`config.mk`:
```
export PLATFORM = sky130hd
export DESIGN_NAME = rgb_led_fade_flash_engine
export DESIGN_NICKNAME = d
export VERILOG_FILES = /design/src/rtl/rlfe_pkg.sv /design/src/rtl/rlfe_div.sv /design/src/rtl/rgb_led_fade_flash_engine.sv
export VERILOG_INCLUDE_DIRS = /design/src /design/src/rtl
export SDC_FILE = /design/constraint.sdc
export NUM_CORES = 2
export LEC_CHECK = 0
export BUFFER_PORTS_ARGS = -buffer_cell sky130_fd_sc_hd__clkbuf_2
export CAP_MARGIN = 40
export CORE_ASPECT_RATIO = 0.9
export CORE_MARGIN = 5
export CORE_UTILIZATION = 53
export DETAILED_ROUTE_END_ITERATION = 10
export PLACE_DENSITY = 0.66
export SETUP_SLACK_MARGIN = 0.05
export SKIP_CTS_REPAIR_TIMING = 1
export SLEW_MARGIN = 20
export SYNTH_ARGS = -nofsm -noshare
export SYNTH_HDL_FRONTEND = slang
export SYNTH_SLANG_ARGS = --single-unit
```
`constraint.sdc`:
```
create_clock -name clk -period 22.1 [get_ports clk]
set_input_delay 1.105 -clock clk [delete_from_list [all_inputs] [get_ports clk]]
set_output_delay 1.105 -clock clk [all_outputs]
set_load 0.02 [all_outputs]
```
`src/rtl/rgb_led_fade_flash_engine_macros.svh`:
```
// ----------------------------------------------------------------------------
// RGB LED fade/flash engine assertion macros
// Concurrent property wrappers, compiled out for synthesis.
// ----------------------------------------------------------------------------
`ifndef RGB_LED_FADE_FLASH_ENGINE_MACROS_SVH
`define RGB_LED_FADE_FLASH_ENGINE_MACROS_SVH
`ifndef SYNTHESIS
`define RLFE_ASSERT_IMP(lbl, clk, rst_n, pre, post) \
  lbl: assert property (@(posedge clk) disable iff (!rst_n) (pre) |-> (post)) \
    else $error("rlfe assertion failed");
`define RLFE_ASSERT_NXT(lbl, clk, rst_n, pre, post) \
  lbl: assert property (@(posedge clk) disable iff (!rst_n) (pre) |=> (post)) \
    else $error("rlfe assertion failed");
`else
`define RLFE_ASSERT_IMP(lbl, clk, rst_n, pre, post)
`define RLFE_ASSERT_NXT(lbl, clk, rst_n, pre, post)
`endif
`endif

```
`src/rtl/rlfe_pkg.sv`:
```
// ----------------------------------------------------------------------------
// RGB LED fade/flash engine package
// Shared widths, codes and divider interface types.
// ----------------------------------------------------------------------------
package rlfe_pkg;

  localparam int RGB_W      = 24;
  localparam int ELAP_W     = 26;
  localparam int NUM_W      = 34;
  localparam int DEN_W      = 26;
  localparam int DAMPEN_DEF = 1;

  typedef enum logic [2:0] {
    OP_TICK   = 3'd0,
    OP_STEADY = 3'd1,
    OP_TIMED  = 3'd2,
    OP_FLASH  = 3'd3,
    OP_FADE   = 3'd4
  } op_t;

  typedef enum logic [3:0] {
    S_IDLE,
    S_EXEC,
    S_FLASH_DIV,
    S_BLEND_MUL,
    S_BLEND_ADD,
    S_BLEND_DIV,
    S_DAMP_START,
    S_DAMP_DIV,
    S_OUT_WAIT
  } state_t;

  typedef struct packed {
    logic             start;
    logic [NUM_W-1:0] dividend;
    logic [DEN_W-1:0] divisor;
  } div_req_t;

  typedef struct packed {
    logic             busy;
    logic             done;
    logic [NUM_W-1:0] quotient;
  } div_rsp_t;

endpackage

```
`src/rtl/rlfe_div.sv`:
```
// ----------------------------------------------------------------------------
// RGB LED fade/flash engine serial divider
// Restoring divider, one quotient bit per cycle.
// ----------------------------------------------------------------------------
module rlfe_div (
  input  logic               clk,
  input  logic               rst_n,
  input  rlfe_pkg::div_req_t req,
  output rlfe_pkg::div_rsp_t rsp
);
  import rlfe_pkg::*;

  localparam int CNT_W = $clog2(NUM_W + 1);

  logic             busy_r, busy_nxt;
  logic             done_r, done_nxt;
  logic [CNT_W-1:0] cnt_r, cnt_nxt;
  logic [NUM_W-1:0] quo_r, quo_nxt;
  logic [DEN_W-1:0] rem_r, rem_nxt;
  logic [DEN_W-1:0] den_r, den_nxt;
  logic [DEN_W:0]   rem_shift;
  logic [DEN_W:0]   diff;
  logic             ge;

  assign rem_shift = {rem_r, quo_r[NUM_W-1]};
  assign diff      = rem_shift - {1'b0, den_r};
  assign ge        = ~diff[DEN_W];

  always_comb begin
    busy_nxt = busy_r;
    done_nxt = 1'b0;
    cnt_nxt  = cnt_r;
    quo_nxt  = quo_r;
    rem_nxt  = rem_r;
    den_nxt  = den_r;
    if (req.start) begin
      busy_nxt = 1'b1;
      cnt_nxt  = '0;
      quo_nxt  = req.dividend;
      rem_nxt  = '0;
      den_nxt  = req.divisor;
    end else if (busy_r) begin
      // shift in one dividend bit, subtract when it fits
      rem_nxt = ge ? diff[DEN_W-1:0] : rem_shift[DEN_W-1:0];
      quo_nxt = {quo_r[NUM_W-2:0], ge};
      cnt_nxt = cnt_r + 1'b1;
      if (cnt_r == CNT_W'(NUM_W - 1)) begin
        busy_nxt = 1'b0;
        done_nxt = 1'b1;
      end
    end
  end

  always_ff @(posedge clk) begin
    if (!rst_n) begin
      busy_r <= 1'b0;
      done_r <= 1'b0;
      cnt_r  <= '0;
    end else begin
      busy_r <= busy_nxt;
      done_r <= done_nxt;
      cnt_r  <= cnt_nxt;
    end
    quo_r <= quo_nxt;
    rem_r <= rem_nxt;
    den_r <= den_nxt;
  end

  assign rsp.busy     = busy_r;
  assign rsp.done     = done_r;
  assign rsp.quotient = quo_r;

endmodule

```
`src/rtl/rgb_led_fade_flash_engine.sv`:
```
// ----------------------------------------------------------------------------
// RGB LED fade/flash engine
// Command and 1 ms tick driven LED animation with dampened RGB duty output.
// ----------------------------------------------------------------------------
// One item is either a command (steady, timed, flash, fade) or a 1 ms tick.
// Items are handled one at a time; in_ready is high only while the sequencer
// waits for work. A command that needs no output passes through the execute
// state and back to idle. Every division (flash phase, fade step, dampen)
// runs on one shared serial divider (NUM_W = 34) that produces one quotient
// bit per cycle. An item that shows a colour runs three dampen divides, a
// fade tick three blend and three dampen divides, and a flash toggle one
// phase divide and three dampen divides. The result sits in an output
// register, so the next item is taken while a result still waits; only a
// further result waits for the output register to empty.
// ----------------------------------------------------------------------------
module rgb_led_fade_flash_engine #(
  parameter int DAMPEN = rlfe_pkg::DAMPEN_DEF
) (
  input  logic                       clk,
  input  logic                       rst_n,
  input  logic                       cfg_we,
  input  logic [rlfe_pkg::RGB_W-1:0] cfg_wdata,
  input  logic                       in_valid,
  output logic                       in_ready,
  input  logic [2:0]                 in_op,
  input  logic [rlfe_pkg::RGB_W-1:0] in_colour,
  input  logic [rlfe_pkg::RGB_W-1:0] in_dest_colour,
  input  logic [15:0]                in_duration,
  input  logic [7:0]                 in_flash_count,
  input  logic                       in_keep_on,
  output logic                       out_valid,
  input  logic                       out_ready,
  output logic [7:0]                 out_red_duty,
  output logic [7:0]                 out_green_duty,
  output logic [7:0]                 out_blue_duty
);
  import rlfe_pkg::*;

  `include "rgb_led_fade_flash_engine_macros.svh"

  // configuration
  logic [RGB_W-1:0]  dflt_r;

  // item latched at accept
  logic [2:0]        op_r;
  logic [RGB_W-1:0]  col_r;
  logic [RGB_W-1:0]  dst_r;
  logic [15:0]       dur_r;
  logic [7:0]        cnt_r;
  logic              keep_r;

  // animation state
  state_t            state_r, state_nxt;
  logic              active_r, active_nxt;
  logic [ELAP_W-1:0] elap_r, elap_nxt;
  logic [ELAP_W-1:0] total_r, total_nxt;
  logic [RGB_W-1:0]  src_r, src_nxt;
  logic [RGB_W-1:0]  tgt_r, tgt_nxt;
  logic [15:0]       half_r, half_nxt;
  logic [7:0]        flashes_r, flashes_nxt;
  logic              lit_r, lit_nxt;
  logic              hold_r, hold_nxt;

  // sequencer datapath
  logic [1:0]        ch_r, ch_nxt;
  logic [RGB_W-1:0]  rgb_r, rgb_nxt;
  logic [RGB_W-1:0]  duty_r, duty_nxt;
  logic [NUM_W-1:0]  p1_r, p1_nxt;
  logic [NUM_W-1:0]  p2_r, p2_nxt;

  // output register
  logic              ovld_r, ovld_nxt;
  logic [RGB_W-1:0]  odat_r, odat_nxt;

  // decoded helpers
  logic [ELAP_W-1:0] e_new;
  logic              tick_end;
  logic [23:0]       flash_prod;
  logic [24:0]       flash_full;
  logic [7:0]        src_byte, tgt_byte, rgb_byte;
  logic              out_free;
  logic              act_flash, act_emit;
  div_req_t          dreq;
  div_rsp_t          drsp;

  rlfe_div u_div (
    .clk   (clk),
    .rst_n (rst_n),
    .req   (dreq),
    .rsp   (drsp)
  );

  assign in_ready = (state_r == S_IDLE);
  assign out_free = !ovld_r || out_ready;

  // saturating millisecond count for this tick
  assign e_new      = (elap_r == {ELAP_W{1'b1}}) ? elap_r : elap_r + 1'b1;
  assign tick_end   = (e_new >= total_r);
  assign flash_prod = {8'd0, dur_r} * {16'd0, cnt_r};
  assign flash_full = {flash_prod, 1'b0};

  always_comb begin
    case (ch_r)
      2'd0:    begin src_byte = src_r[23:16]; tgt_byte = tgt_r[23:16]; rgb_byte = rgb_r[23:16]; end
      2'd1:    begin src_byte = src_r[15:8];  tgt_byte = tgt_r[15:8];  rgb_byte = rgb_r[15:8];  end
      default: begin src_byte = src_r[7:0];   tgt_byte = tgt_r[7:0];   rgb_byte = rgb_r[7:0];   end
    endcase
  end

  // tick decisions taken in the execute cycle
  assign act_flash = active_r && !tick_end && (flashes_r != 8'd0) && (half_r != 16'd0);
  assign act_emit  = tick_end && (!hold_r || (src_r != tgt_r));

  // next state
  always_comb begin
    state_nxt = state_r;
    case (state_r)
      S_IDLE: begin
        if (in_valid) state_nxt = S_EXEC;
      end
      S_EXEC: begin
        state_nxt = S_IDLE;
        case (op_r)
          OP_STEADY, OP_TIMED: state_nxt = S_DAMP_START;
          OP_TICK: begin
            if (active_r) begin
              if (tick_end) begin
                if (act_emit) state_nxt = S_DAMP_START;
              end else if (flashes_r != 8'd0) begin
                if (act_flash) state_nxt = S_FLASH_DIV;
              end else if (src_r != tgt_r) begin
                state_nxt = S_BLEND_MUL;
              end
            end
          end
          default: state_nxt = S_IDLE;
        endcase
      end
      S_FLASH_DIV: begin
        if (drsp.done) begin
          if (drsp.quotient[0] == lit_r) state_nxt = S_DAMP_START;
          else                          state_nxt = S_IDLE;
        end
      end
      S_BLEND_MUL: state_nxt = S_BLEND_ADD;
      S_BLEND_ADD: state_nxt = S_BLEND_DIV;
      S_BLEND_DIV: begin
        if (drsp.done) state_nxt = (ch_r == 2'd2) ? S_DAMP_START : S_BLEND_MUL;
      end
      S_DAMP_START: state_nxt = S_DAMP_DIV;
      S_DAMP_DIV: begin
        if (drsp.done) state_nxt = (ch_r == 2'd2) ? S_OUT_WAIT : S_DAMP_START;
      end
      S_OUT_WAIT: begin
        if (out_free) state_nxt = S_IDLE;
      end
      default: state_nxt = S_IDLE;
    endcase
  end

  // datapath and divider requests
  always_comb begin
    active_nxt  = active_r;
    elap_nxt    = elap_r;
    total_nxt   = total_r;
    src_nxt     = src_r;
    tgt_nxt     = tgt_r;
    half_nxt    = half_r;
    flashes_nxt = flashes_r;
    lit_nxt     = lit_r;
    hold_nxt    = hold_r;
    ch_nxt      = ch_r;
    rgb_nxt     = rgb_r;
    duty_nxt    = duty_r;
    p1_nxt      = p1_r;
    p2_nxt      = p2_r;
    ovld_nxt    = ovld_r && !out_ready;
    odat_nxt    = odat_r;
    dreq        = '0;

    case (state_r)
      S_EXEC: begin
        ch_nxt = 2'd0;
        case (op_r)
          OP_STEADY, OP_TIMED, OP_FLASH, OP_FADE: begin
            // every command restarts the animation
            src_nxt     = col_r;
            tgt_nxt     = (op_r == OP_FADE) ? dst_r : col_r;
            elap_nxt    = '0;
            active_nxt  = 1'b1;
            flashes_nxt = (op_r == OP_FLASH) ? cnt_r : 8'd0;
            hold_nxt    = (op_r == OP_STEADY) || ((op_r == OP_FADE) && keep_r);
            rgb_nxt     = col_r;
            if (op_r == OP_STEADY)     total_nxt = '0;
            else if (op_r == OP_FLASH) begin
              half_nxt  = dur_r;
              total_nxt = (flash_full > {9'd0, dur_r})
                        ? ELAP_W'(flash_full - {9'd0, dur_r}) : '0;
            end else                   total_nxt = {{(ELAP_W-16){1'b0}}, dur_r};
          end
          OP_TICK: begin
            if (active_r) begin
              elap_nxt = e_new;
              if (tick_end) begin
                rgb_nxt    = hold_r ? tgt_r : dflt_r;
                hold_nxt   = 1'b0;
                active_nxt = 1'b0;
                lit_nxt    = 1'b0;
              end else if (act_flash) begin
                dreq.start    = 1'b1;
                dreq.dividend = NUM_W'(e_new);
                dreq.divisor  = DEN_W'(half_r);
              end
            end
          end
          default: ;
        endcase
      end
      S_FLASH_DIV: begin
        // even quotient is the lit phase
        if (drsp.done && (drsp.quotient[0] == lit_r)) begin
          lit_nxt = !drsp.quotient[0];
          rgb_nxt = drsp.quotient[0] ? '0 : src_r;
        end
      end
      S_BLEND_MUL: begin
        p1_nxt = NUM_W'(src_byte * (total_r - elap_r));
        p2_nxt = NUM_W'(tgt_byte * elap_r);
      end
      S_BLEND_ADD: begin
        dreq.start    = 1'b1;
        dreq.dividend = p1_r + p2_r;
        dreq.divisor  = total_r;
      end
      S_BLEND_DIV: begin
        if (drsp.done) begin
          case (ch_r)
            2'd0:    rgb_nxt[23:16] = drsp.quotient[7:0];
            2'd1:    rgb_nxt[15:8]  = drsp.quotient[7:0];
            default: rgb_nxt[7:0]   = drsp.quotient[7:0];
          endcase
          ch_nxt = (ch_r == 2'd2) ? 2'd0 : ch_r + 1'b1;
        end
      end
      S_DAMP_START: begin
        dreq.start    = 1'b1;
        dreq.dividend = NUM_W'(rgb_byte);
        dreq.divisor  = DEN_W'(DAMPEN);
      end
      S_DAMP_DIV: begin
        if (drsp.done) begin
          case (ch_r)
            2'd0:    duty_nxt[23:16] = drsp.quotient[7:0];
            2'd1:    duty_nxt[15:8]  = drsp.quotient[7:0];
            default: duty_nxt[7:0]   = drsp.quotient[7:0];
          endcase
          ch_nxt = (ch_r == 2'd2) ? 2'd0 : ch_r + 1'b1;
        end
      end
      S_OUT_WAIT: begin
        // hand the result over once the output register is free
        if (out_free) begin
          ovld_nxt = 1'b1;
          odat_nxt = duty_r;
        end
      end
      default: ;
    endcase
  end

  always_ff @(posedge clk) begin
    if (!rst_n) begin
      state_r   <= S_IDLE;
      dflt_r    <= '0;
      active_r  <= 1'b0;
      elap_r    <= '0;
      total_r   <= '0;
      src_r     <= '0;
      tgt_r     <= '0;
      half_r    <= '0;
      flashes_r <= '0;
      lit_r     <= 1'b0;
      hold_r    <= 1'b0;
      ch_r      <= 2'd0;
      ovld_r    <= 1'b0;
    end else begin
      state_r   <= state_nxt;
      if (cfg_we) dflt_r <= cfg_wdata;
      active_r  <= active_nxt;
      elap_r    <= elap_nxt;
      total_r   <= total_nxt;
      src_r     <= src_nxt;
      tgt_r     <= tgt_nxt;
      half_r    <= half_nxt;
      flashes_r <= flashes_nxt;
      lit_r     <= lit_nxt;
      hold_r    <= hold_nxt;
      ch_r      <= ch_nxt;
      ovld_r    <= ovld_nxt;
    end
    if (in_valid && in_ready) begin
      op_r   <= in_op;
      col_r  <= in_colour;
      dst_r  <= in_dest_colour;
      dur_r  <= in_duration;
      cnt_r  <= in_flash_count;
      keep_r <= in_keep_on;
    end
    rgb_r  <= rgb_nxt;
    duty_r <= duty_nxt;
    p1_r   <= p1_nxt;
    p2_r   <= p2_nxt;
    odat_r <= odat_nxt;
  end

  assign out_valid      = ovld_r;
  assign out_red_duty   = odat_r[23:16];
  assign out_green_duty = odat_r[15:8];
  assign out_blue_duty  = odat_r[7:0];

  // the divider only runs while the sequencer waits on it
  `RLFE_ASSERT_IMP(a_div_owner, clk, rst_n, drsp.busy, (state_r == S_FLASH_DIV) || (state_r == S_BLEND_DIV) || (state_r == S_DAMP_DIV))
  // flash phase is never left lit on an idle engine
  `RLFE_ASSERT_IMP(a_lit_idle, clk, rst_n, !active_r, !lit_r)
  // channel counter stays within the three colors
  `RLFE_ASSERT_IMP(a_ch_range, clk, rst_n, 1'b1, ch_r != 2'd3)
  // a pending result is never overwritten
  `RLFE_ASSERT_NXT(a_out_hold, clk, rst_n, ovld_r && !out_ready, ovld_r && (odat_r == $past(odat_r)))

endmodule
```
---- After elaboration in Yosys (flattened, before gate mapping) ----
Index checks and enable logic that the tools add are counted.
word-level totals
  flip-flop bits (word level) ............. 468
  bits in latches ......................... 0
  RAM bits ................................ 0
  bits in read-only memories .............. 0
  bits of input ports ..................... 105
  output and inout bits ................... 26
  memories kept ........................... 0
cells by class
  add/sub/neg operators ................... 7
  multiply operators ...................... 3
  div/mod/pow operators ................... 0
  order comparisons ....................... 2
  eq/ne operators ......................... 36
  shift-type cells ........................ 0
  muxes and demuxes ....................... 64
  bitwise logic cells ..................... 5
  reductions and logical operators ........ 47
operator list
  kind                                            count
  2-to-1 mux 61 bit                               4
  one-hot mux 61 bit (3 select lines)             1
  2-to-1 mux 24 bit                               7
  2-to-1 mux 26 bit                               6
  one-hot mux 24 bit (3 select lines)             1
  2-to-1 mux 34 bit                               2
  one-hot mux 26 bit (2 select lines)             1
  one-hot mux 24 bit (2 select lines)             1
  one-hot mux 8 bit (2 select lines)              3
  2-to-1 mux 4 bit                                9
  one-hot mux 4 bit (9 select lines)              1
  adder 34 bit                                    1
  multiplier 8 x 26 -> 34 bit                     1
  multiplier 9 x 27 -> 34 bit                     1
  2-to-1 mux 8 bit                                4
  subtractor 26 x 26 -> 27 bit                    1
  subtractor 27 x 26 -> 27 bit                    1
  adder 26 x 1 -> 26 bit (second input constant)  1
  == test 26 bit (second input constant)          1
  greater-or-equal comparator 26 bit              1
  subtractor 25 x 16 -> 26 bit                    1
  > comparator 25 x 16 -> 1 bit                   1
  multiplier 16 x 8 -> 24 bit                     1
  != test 24 bit                                  1
  42 further kinds                                112

---- Depth between registers and ports, before layout ----
  word-level depth ........................ 13
  gate-level depth with buffers ........... 33
  depth with buffers taken out ............ 33

---- Cells and area by module ----
A second synthesis with hierarchy kept.
second synthesis, totals
  cells, all modules ...................... 4612
  area, all modules ....................... 42901.1 um2
modules (own cells, without submodules)
  module                     instances  cells each  area an instance (um2)
  rgb_led_fade_flash_engine  1          4115        37581.0
  rlfe_div                   1          497         5320.1

---- Worst setup path after synthesis ----
OpenSTA, ideal clock, no wires.
  path type ............................... register to register
  start point ............................. register elap_r[8]
  end point ............................... register p1_r[32] (data pin)
  library setup time ...................... 0.263 ns
  arrival ................................. 7.360 ns
  setup slack ............................. 14.477 ns
  stages on the path, launching flop included .. 32
  buffers on the path ..................... 2
  clock period less this slack ............ 7.623 ns
  path through ............................ dfxtp_1 > clkbuf_1 > inv_1 > ha_1 > clkbuf_1 > a21oi_1 > nor2b_1 > a41oi_1 > a31oi_1 > o21ai_0 > a21oi_1 > o31a_1 > o21a_1 > or3b_2 > fa_1 > inv_1 > fa_1 > inv_1 > fa_1 > fa_1 > inv_1 > ha_1 > and3_1 > a221o_1 > a31o_2 > a21oi_1 > o31ai_1 > a41oi_1 > a211o_1 > o21ai_0 > a311oi_1 > xnor2_1
between the ends
  longest elaborated chain between the ends .. 2
ends and longest elaborated chain
  what                          line                              text
  start, declared               rgb_led_fade_flash_engine.sv:55   logic [ELAP_W-1:0] elap_r, elap_nxt;
  start signal, assigned        rgb_led_fade_flash_engine.sv:290  elap_r <= elap_nxt;
  subtractor 26 x 26 -> 27 bit  rgb_led_fade_flash_engine.sv:227  p1_nxt = NUM_W'(src_byte * (total_r - elap_r));
  multiplier 9 x 27 -> 34 bit   rgb_led_fade_flash_engine.sv:227
  end signal, assigned          rgb_led_fade_flash_engine.sv:311  p1_r <= p1_nxt;
  end, declared                 rgb_led_fade_flash_engine.sv:68   logic [NUM_W-1:0] p1_r, p1_nxt;
No other way between the ends.
A chain may end at the register's enable or synchronous reset.

---- Final worst setup path ----
  start point ............................. register elap_r[0]
  end point ............................... register p1_r[32] (data pin)
Same word-level chain as after synthesis.

==> metrics.txt <==
I/O pin total=131; # DRC=0; mapped cell area=0.0419 mm2; largest net degree at the start of global routing=77; Hold Path Class=flip-flop to flip-flop; Max Cap Viol=0; most used cell, CP=fa_1; CP Max Fanout=14; core outline area=0.0782 mm2; YS warnings=0; GR Util All Layers=27.0%; status=finished, final reports clean; Fmax=0.117 GHz; share of post-route cells with drive strength above 1=7.43%; Final Hold Vio Count=0; synthesized area per cell=9.27 um2; Avg WL per Cell=20.5 um; period utilization=38.7%; Yosys reg bits=468; port bufs=130; hold depth=0; routed via count=32400; worst skew pair latency=660 ps; Synth top area share=19.8%; setup_tns=0 ps; vias per inst=5.72; FF-to-FF Start=elap_r[0]; CP required=22450 ps; Die Height=277 um; HPWL after detailed placement=92200 um; post-synth top area cell=edfxtp_1; Rel. slew slack=40.7%; first-pass GRT wire length=182000 um; clock buffer depth=3; main combinational cell family by area after synthesis=adder cells; crit-path max cell delay=610 ps; CP endpoint kind=flip-flop; Post-synth EDFFs=276; synth-to-layout area growth=9.11%; Async SR Flop Fraction=0%; Primary FF master, synth=edfxtp_1; synthesized-area fraction occupied by adder cells=27.6%; DRT iter0 DRCs=2860; xor and xnor area share after synthesis=4.72%; drt first pass iters=6; Synth Area in Simple Gates=15.5%; fin crit period=8560 ps; Cells after Synth=4525; critical path launch point type=flip-flop; Routed Antenna Nets=0; clock root cell=clkbuf_16; GRT overflow=0; CTS clock-pin slew for the worst setup and hold paths=60 ps; FF-to-FF End=p1_r[32]; Layout Nets=5365; initial antenna violation count=1; commonest cells after routing, fill and taps aside=inv_1, nand2_1, fa_1; Worst Reg-to-Reg Cells=30; cts bufs inserted=55; RD Place Congestion=0.981; Slew Limit Fails=0; CTS Sinks=468; R2R setup slack=13540 ps; commonest non-fill, non-tap cell in the layout=inv_1; Unique masters post-synth=83; final setup fails=0; mux contribution to synthesized area=2.92%; synth top area cells=edfxtp_1, fa_1, dfxtp_1, ha_1, inv_1; Die ar.=0.0848 mm2; Worst Path Arrival=8910 ps; Fillers=6920; worst hold endpoint=odat_r[3]; CTS tree=yes; slowest cell on the critical path=xor2_1; syn_nets=5318; vias in the first global route=31700; CTS H-tree lvls=2; RSZ-0062 raised after global routing=no; Initial Utilization=53.6%; final wirelength=116000 um; Compound-Gate Fraction of Synth Area=13.5%; num rows=97; Worst Max-Slew Pin Slew=883 ps; hold_sp=duty_r[3]; CP Class=flip-flop to flip-flop; clock skew=54.7 ps; Seq/Total Area, Yosys=28.9%; Die X-Extent=306 um
cells in the mapped netlist, types with 56 or more instances:
library cell	count
xor2_1	83
xnor2_1	143
nor2b_1	82
mux2i_1	118
and2_1	128
nor2_1	382
o21ai_0	164
dfxtp_1	192
a21oi_1	209
fa_1	394
a21o_1	64
clkbuf_1	185
nand2b_1	58
ha_1	294
a21boi_0	56
nor3_1	60
edfxtp_1	276
inv_1	567
nand2_1	521
per-layer routing:
metal  global-route usage [%]  share of wire, %  vias to the layer above
met3                     5.78               9.1                      151
met1                     41.2                46                    15900
met2                     40.0                43                     1100
li1                         -                 -                    15200
met4                     5.59               2.0                        0
met5                        0                 0                        -
critical path: cells and delay by family (launching register included):
| family | cells | cell delay (ps) |
|---|---|---|
| xor gates and xnor gates | 2 | 710 |
| buffers and inverters | 3 | 150 |
| adders and majority gates | 7 | 3050 |
| and+or+nand+nor | 3 | 410 |
| AOI/OAI and AO/OA | 15 | 3360 |
| DFF | 1 | 600 |
metrics by stage:
step / hold WS [ps] / setup slack, ps / area (um2) / std cells / util [%]
3_3_place_gp: 402 / 13730 / 43500 / 5537 / 55.7
4_1_cts: 417 / 13540 / 45700 / 5653 / 58.5
2_1_floorplan: 400 / 14480 / 41900 / 4525 / -
3_5_place_dp: 405 / 13570 / 43700 / 5549 / 55.9
6_report: 416 / 13540 / 45800 / 5659 / 58.5
5_1_grt: 424 / 12980 / 45700 / 5658 / 58.5
cells by family after synthesis:
group	Yosys count
and+or+nand+nor	1410
xor gates and xnor gates	226
AOI/OAI and AO/OA	844
buffers and inverters	767
muxes	122
adders and majority gates	688
DFF	468
flip-flops by register name, indices dropped and copies added (netlist names), 2 cells and up:
| register | flops |
|---|---|
| src_r | 24 |
| rgb_r | 24 |
| u_div.rem_r | 26 |
| total_r | 26 |
| cnt_r | 8 |
| tgt_r | 24 |
| u_div.quo_r | 34 |
| ch_r | 2 |
| dflt_r | 24 |
| dst_r | 24 |
| dur_r | 16 |
| u_div.cnt_r | 6 |
| u_div.den_r | 26 |
| duty_r | 24 |
| col_r | 24 |
| elap_r | 26 |
| state_r | 4 |
| op_r | 3 |
| odat_r | 24 |
| p1_r | 34 |
| flashes_r | 8 |
| half_r | 16 |
| p2_r | 34 |
area by class of cell:
| type | count | area [um2] | share of cell area, % |
|---|---|---|---|
| Timing Repair Buffer | 189 | 1190 | 2.61 |
| Antenna cell | 1 | 2.50 | 0.00547 |
| Inverter | 568 | 2130 | 4.66 |
| Clock inverter | 29 | 368 | 0.804 |
| Sequential cell | 468 | 12100 | 26.5 |
| Tap cell | 1039 | 1300 | 2.84 |
| Multi-Input combinational cell | 3290 | 27000 | 59.0 |
| Clock buffer | 75 | 1620 | 3.54 |
worst max path at each step:
stage / startpoint / end / slack, ps
2_1_floorplan: elap_r[8] / p1_r[32] / 14480
3_3_place_gp: elap_r[0] / p1_r[32] / 13730
3_5_place_dp: elap_r[0] / p1_r[32] / 13570
4_1_cts: elap_r[0] / p1_r[32] / 13540
5_1_grt: elap_r[0] / p1_r[32] / 12980
6_report: elap_r[0] / p1_r[32] / 13540
Power is not shown: default switching activity piles up to over one toggle a cycle in this logic, so the estimate is an artifact.
